**config.mk**
```make
export PLATFORM = sky130hd
export DESIGN_NAME = dlce_ctrl
export DESIGN_NICKNAME = d
export VERILOG_FILES = /design/src/rtl/dlce_pkg.sv /design/src/rtl/dlce_ctrl.sv
export SDC_FILE = /design/constraint.sdc
export NUM_CORES = 1
export LEC_CHECK = 0
export CORE_UTILIZATION = 62
export CTS_CLUSTER_SIZE = 28
export DETAILED_ROUTE_END_ITERATION = 12
export DONT_BUFFER_PORTS = 1
export PLACE_DENSITY = 0.74
export SYNTH_ARGS = -nofsm -noshare
export SYNTH_HDL_FRONTEND = slang
export SYNTH_SLANG_ARGS = --single-unit
export TNS_END_PERCENT = 1
```
**constraint.sdc**
```tcl
create_clock -name clk -period 3.1 [get_ports clk]
set_input_delay 0.155 -clock clk [delete_from_list [all_inputs] [get_ports clk]]
set_output_delay 0.155 -clock clk [all_outputs]
set_load 0.02 [all_outputs]
```
**src/rtl/dlce_pkg.sv**
```systemverilog
// Package for the debug link command engine.
// Command codes, store layout constants, item codes and a shared struct.
// No dependencies.
package dlce_pkg;

  // Pointer width: every command address stays below 592.
  localparam int PTR_W = 10;
  localparam int STORE_DEPTH_DEF = 1024;

  // Command bytes
  localparam logic [7:0] CMD_RESET    = 8'hFF;
  localparam logic [7:0] CMD_DUMP_LO  = 8'hFE;
  localparam logic [7:0] CMD_DUMP_HI  = 8'hFD;
  localparam logic [7:0] CMD_MON_LAST = 8'h13;
  localparam logic [7:0] GROUP_MASK   = 8'hC0;
  localparam logic [7:0] INDEX_MASK   = 8'h3F;

  // Command groups, bits [7:6] of the command byte
  localparam logic [1:0] GRP_STATE_RD = 2'b01;
  localparam logic [1:0] GRP_CAPTURE  = 2'b10;

  // Store layout
  localparam int DUMP_LO_BASE = 0;
  localparam int DUMP_HI_BASE = 128;
  localparam int DUMP_LEN     = 128;
  localparam int MON_BASE     = 256;
  localparam int STATE_BASE   = 336;
  localparam int WORD_LEN     = 4;

  typedef enum logic [1:0] {
    MODE_RX       = 2'd0,
    MODE_TX_READY = 2'd1,
    MODE_LOC_WR   = 2'd2,
    MODE_LOC_RD   = 2'd3
  } mode_t;

  typedef enum logic {
    KIND_LINK  = 1'b0,
    KIND_LOCAL = 1'b1
  } kind_t;

  // Where the result byte comes from
  typedef enum logic [1:0] {
    SRC_MEM  = 2'd0,
    SRC_ECHO = 2'd1,
    SRC_ZERO = 2'd2
  } src_t;

  typedef struct packed {
    logic  valid;
    kind_t kind;
    logic  more;
    src_t  src;
  } out_meta_t;

endpackage

```
**src/rtl/dlce_ctrl.sv**
```systemverilog
// Command decode and pointer registers of the debug link command engine.
// Drives store accesses and the result description of each item. Uses dlce_pkg.
module dlce_ctrl #(
  parameter int STORE_DEPTH = dlce_pkg::STORE_DEPTH_DEF,
  parameter int AW          = $clog2(STORE_DEPTH)
) (
  input  logic                clk,
  input  logic                rst,
  input  logic                accept,
  input  dlce_pkg::mode_t     mode,
  input  logic [7:0]          rx_byte,
  input  logic [9:0]          local_addr,
  input  logic [7:0]          local_data,
  output logic                mem_we,
  output logic [AW-1:0]       mem_waddr,
  output logic [7:0]          mem_wdata,
  output logic                mem_re,
  output logic [AW-1:0]       mem_raddr,
  output dlce_pkg::out_meta_t meta
);
  import dlce_pkg::*;

  logic [PTR_W-1:0] read_position, read_position_next;
  logic [PTR_W-1:0] read_end, read_end_next;
  logic [PTR_W-1:0] write_position, write_position_next;
  logic [PTR_W-1:0] write_end, write_end_next;

  logic [1:0]       group;
  logic [PTR_W-1:0] word_off;
  logic [PTR_W-1:0] rp_inc;
  logic             local_in_range;

  assign group          = rx_byte[7:6];
  assign word_off       = PTR_W'({rx_byte & INDEX_MASK, 2'b00});
  assign rp_inc         = read_position + PTR_W'(1);
  assign local_in_range = 32'(local_addr) < 32'(STORE_DEPTH);

  always_comb begin
    read_position_next  = read_position;
    read_end_next       = read_end;
    write_position_next = write_position;
    write_end_next      = write_end;
    mem_we    = 1'b0;
    mem_waddr = AW'(write_position);
    mem_wdata = rx_byte;
    mem_re    = 1'b0;
    mem_raddr = AW'(read_position);
    meta      = '{valid: 1'b0, kind: KIND_LINK, more: 1'b0, src: SRC_MEM};
    if (accept) begin
      case (mode)
        MODE_RX: begin
          if (write_position != write_end) begin
            // capture open: store the byte while below the capture end
            if (write_position < write_end) begin
              mem_we              = 1'b1;
              write_position_next = write_position + PTR_W'(1);
            end
          end else if (rx_byte == CMD_RESET) begin
            read_position_next  = '0;
            read_end_next       = '0;
            write_position_next = '0;
            write_end_next      = '0;
            meta.valid = 1'b1;
            meta.src   = SRC_ECHO;
          end else if (rx_byte == CMD_DUMP_LO || rx_byte == CMD_DUMP_HI) begin
            mem_re     = 1'b1;
            meta.valid = 1'b1;
            meta.more  = 1'b1;
            if (rx_byte == CMD_DUMP_LO) begin
              mem_raddr          = AW'(DUMP_LO_BASE);
              read_position_next = PTR_W'(DUMP_LO_BASE + 1);
              read_end_next      = PTR_W'(DUMP_LO_BASE + DUMP_LEN);
            end else begin
              mem_raddr          = AW'(DUMP_HI_BASE);
              read_position_next = PTR_W'(DUMP_HI_BASE + 1);
              read_end_next      = PTR_W'(DUMP_HI_BASE + DUMP_LEN);
            end
          end else if (rx_byte <= CMD_MON_LAST) begin
            mem_re             = 1'b1;
            meta.valid         = 1'b1;
            meta.more          = 1'b1;
            mem_raddr          = AW'(PTR_W'(MON_BASE) + PTR_W'({rx_byte, 2'b00}));
            read_position_next = PTR_W'(MON_BASE + 1) + PTR_W'({rx_byte, 2'b00});
            read_end_next      = PTR_W'(MON_BASE + WORD_LEN) + PTR_W'({rx_byte, 2'b00});
          end else if (group == GRP_STATE_RD) begin
            mem_re             = 1'b1;
            meta.valid         = 1'b1;
            meta.more          = 1'b1;
            mem_raddr          = AW'(PTR_W'(STATE_BASE) + word_off);
            read_position_next = PTR_W'(STATE_BASE + 1) + word_off;
            read_end_next      = PTR_W'(STATE_BASE + WORD_LEN) + word_off;
          end else if (group == GRP_CAPTURE) begin
            write_position_next = PTR_W'(STATE_BASE) + word_off;
            write_end_next      = PTR_W'(STATE_BASE + WORD_LEN) + word_off;
          end
        end
        MODE_TX_READY: begin
          if (read_position < read_end) begin
            mem_re             = 1'b1;
            read_position_next = rp_inc;
            meta.valid         = 1'b1;
            meta.more          = rp_inc < read_end;
          end
        end
        MODE_LOC_WR: begin
          mem_we    = local_in_range;
          mem_waddr = AW'(local_addr);
          mem_wdata = local_data;
        end
        MODE_LOC_RD: begin
          mem_re     = local_in_range;
          mem_raddr  = AW'(local_addr);
          meta.valid = 1'b1;
          meta.kind  = KIND_LOCAL;
          meta.src   = local_in_range ? SRC_MEM : SRC_ZERO;
        end
        default: begin
        end
      endcase
    end
  end

  always_ff @(posedge clk) begin
    if (rst) begin
      read_position  <= '0;
      read_end       <= '0;
      write_position <= '0;
      write_end      <= '0;
    end else begin
      read_position  <= read_position_next;
      read_end       <= read_end_next;
      write_position <= write_position_next;
      write_end      <= write_end_next;
    end
  end

endmodule

```
==> results.sh <==
export IMPL_routed_via_count=3803
export IMPL_worstPathRequired_ps=2940
export IMPL_diodes=0
export IMPL_synthMuxAreaShare_pct=7.190
export IMPL_grt_max_degree=36
export IMPL_dieArea_mm2=0.006493
export IMPL_cts_buffer_depth=2
export IMPL_netlist_area_mm2=0.003829
export IMPL_ys_seq_elements=36
export IMPL_ios=66
export IMPL_routabilityCongestion=1.014
export IMPL_synthTopCellsByCount="a21oi_1, ha_1, nor2_1"
export IMPL_cts_htree_levels=2
export IMPL_num_rows=28
export IMPL_maxSlewViolCount=0
export IMPL_synthTopCellsByArea="dfxtp_1, ha_1, mux2_2, a21oi_1, o21ai_0"
export IMPL_grt_usage_pct=36.21
export IMPL_grt_pass1_vias=3447
export IMPL_critPathKind="flop to primary output"
export IMPL_antenna_found_initial=0
export IMPL_nets=557
export IMPL_numCtsBuffers=5
export IMPL_synthesis_nets=566
export IMPL_hold_path_class="input pin to flop"
export IMPL_die_w_um=80.58
export IMPL_synthSimpleGateAreaFrac_pct=21.60
export IMPL_fmax_mhz=344.1
export IMPL_arrival_ps=2750
export IMPL_cts_sinks=36
export IMPL_grt_pass1_wl_um=17620
export IMPL_clk_pin_slew_ps=80
export IMPL_clk_latency_ps=300
export IMPL_yosys_area_top_type="dfxtp_1"
export IMPL_synth_edf_count=0
export IMPL_worst_pin_slew_ps=903.8
export IMPL_drive_above_1_share_pct=11.09
export IMPL_ir_drop_mv=0.2043
export IMPL_use_met3_pct=6.932
export IMPL_critPathMaxFanout=7
export IMPL_synth_xor_area_share_pct=4.346
export IMPL_globalRouteMet2Util_pct=59.15
export IMPL_use_met1_pct=44.75
export IMPL_synth_cell_types=62
export IMPL_design_area_mm2=0.003991
export IMPL_top_usage_layer="met2"
export IMPL_ys_seq_area_share_pct=18.82
export IMPL_setup_viol=0
export IMPL_dr_pass1_iters=5
export IMPL_syn_area_per_cell_um2=7.735
export IMPL_drt_initial_drc_count=420
export IMPL_yosysMostFrequentCell="a21oi_1"
export IMPL_fin_crit_sh_pct=93.74
export IMPL_end_kind="primary output"
export IMPL_place_area_mm2=0.003859
export IMPL_fill_cells=528
export IMPL_synth_adder_area_share_pct=13.07
export IMPL_synth_top_family_by_area="compound AO/OA/AOI/OAI gates"
export IMPL_die_y_um=80.58
export IMPL_grt_ovfl_total=0
export IMPL_via_per_inst=6.767
export IMPL_rsz0062_at_grt="false"
export IMPL_outcome="complete, no violations"
export IMPL_hpwlAfterDp_um=8622
export IMPL_yosysTopAreaCellShare_pct=18.82
export IMPL_synth_compound_area_share_pct=27.22
export IMPL_ys_flop_type="dfxtp_1"
export IMPL_powerDensity_mw_per_mm2=371.4
export IMPL_synth_cells=495
export IMPL_wire_per_inst_um=20.47
export IMPL_io_buffer_count=0
export IMPL_yosysWarnings=0
export IMPL_wl_um=11500
export IMPL_finalHoldViolCount=0
export IMPL_areaGrowthSynthToFinish_pct=4.248
export IMPL_route_detailed_drc=0
export IMPL_period_minus_slack_ps=2906
export IMPL_async_flop_share_pct=0
export IMPL_relSlewSlack_pct=39.65
export IMPL_ant_nets=0
export IMPL_tns_ps=0
export IMPL_cts_tree="built"
export IMPL_clock_root_buffer="clkbuf_8"
export IMPL_core_mm2=0.005956
export IMPL_start_kind="flop"
export IMPL_start_util_pct=64.29
export IMPL_skew_ps=5.886
export IMPL_leakagePower_uw=0.001542
export IMPL_drv_cap=0
==> final timing paths <==
check               startpoint           endpoint  slack [ps]  cells after the start
min reg2reg        read_end[9]        read_end[9]         460                      2
max           read_position[3]            meta[2]         190                     10
max reg2reg  write_position[2]       write_end[9]         520                      8
min                        rst  write_position[8]          30                      2
==> critical path: stages (launching register included) <==
cell and delay [ps]:
dfxtp_1 460, and4_1 250, nand4_1 180, or2_2 380, xnor2_1 140, ha_1 290
and4_1 170, o21ai_0 70, o211ai_1 220, a21boi_0 120, buf_4 170
==> logic make-up after synthesis <==
logic type / count (synthesis)
DFF: 36
and+or+nand+nor: 160
other: 1
AOI/OAI and AO/OA: 150
muxes: 25
xor gates and xnor gates: 19
adders and majority gates: 40
buffers and inverters: 64
==> sequential cells by signal (all words and copies together), names as in the netlist <==
signal,flops
read_end,8
write_end,8
write_position,10
read_position,10
==> cell usage in the layout (no fill, tap or decap), types with 8 or more instances in the layout <==
master    synthesis  routed
nor3_1           11      11
a22oi_1           8       8
nor2_1           38      38
a211oi_1          9       9
buf_4             1      14
nor2b_1           9       9
inv_1            33      33
and3_1            8       8
nand2_1          37      37
o21ai_0          33      33
xnor2_1          16      16
nand2b_1          9       9
mux2_2           20      20
a21oi_1          42      42
ha_1             40      40
nand3_1          13      13
dfxtp_1          36      35
and4_1            8       8
==> power by group <==
part	switching, uW	internal (uW)
Combinational	344	207
Sequential	25.9	479
Clock	188	238
Total	557	925
==> metrics by stage <==
step | power [uW] | hold slack [ps] | cells | setup slack [ps] | utilization (%)
3_3_place_gp | 1036 | 230.0 | 553 | 562.6 | 64.79
5_1_grt | 1558 | 35.66 | 562 | 24.30 | 67.02
4_1_cts | 1471 | 37.78 | 562 | 143.1 | 67.00
2_1_floorplan | 930.6 | 339.8 | 495 | 594.4 | -
3_5_place_dp | 1041 | 229.7 | 553 | 471.7 | 64.79
6_report | 1482 | 32.20 | 562 | 194.0 | 67.02
==> layer usage <==
metal / vias to the layer above / wire length [um] / part of all wire (%)
li1: 1791 / - / -
met1: 1772 / 4818 / 42
met2: 195 / 5361 / 47
met3: 45 / 790 / 6.9
met4: 0 / 532 / 4.6
met5: - / 0 / 0
==> layout make-up <==
type	instances	area, um^2	area share [%]
Multi-Input combinational cell	395	2815	70.53
Sequential cell	36	721.9	18.09
Timing Repair Buffer	15	125.1	3.135
Inverter	33	123.9	3.103
Tap cell	75	93.84	2.351
Clock buffer	5	68.82	1.724
Clock inverter	3	42.54	1.066
==> repair_timing <==
action                                  in CTS  in global routing
endpoints found under the hold margin       35                  0
hold buffers                                 1                  0
endpoints found under the setup margin       0                  1
buffers inserted                             0                  0
resized for setup                            0                  1
Note: power is estimated with default switching activity, not from simulation.
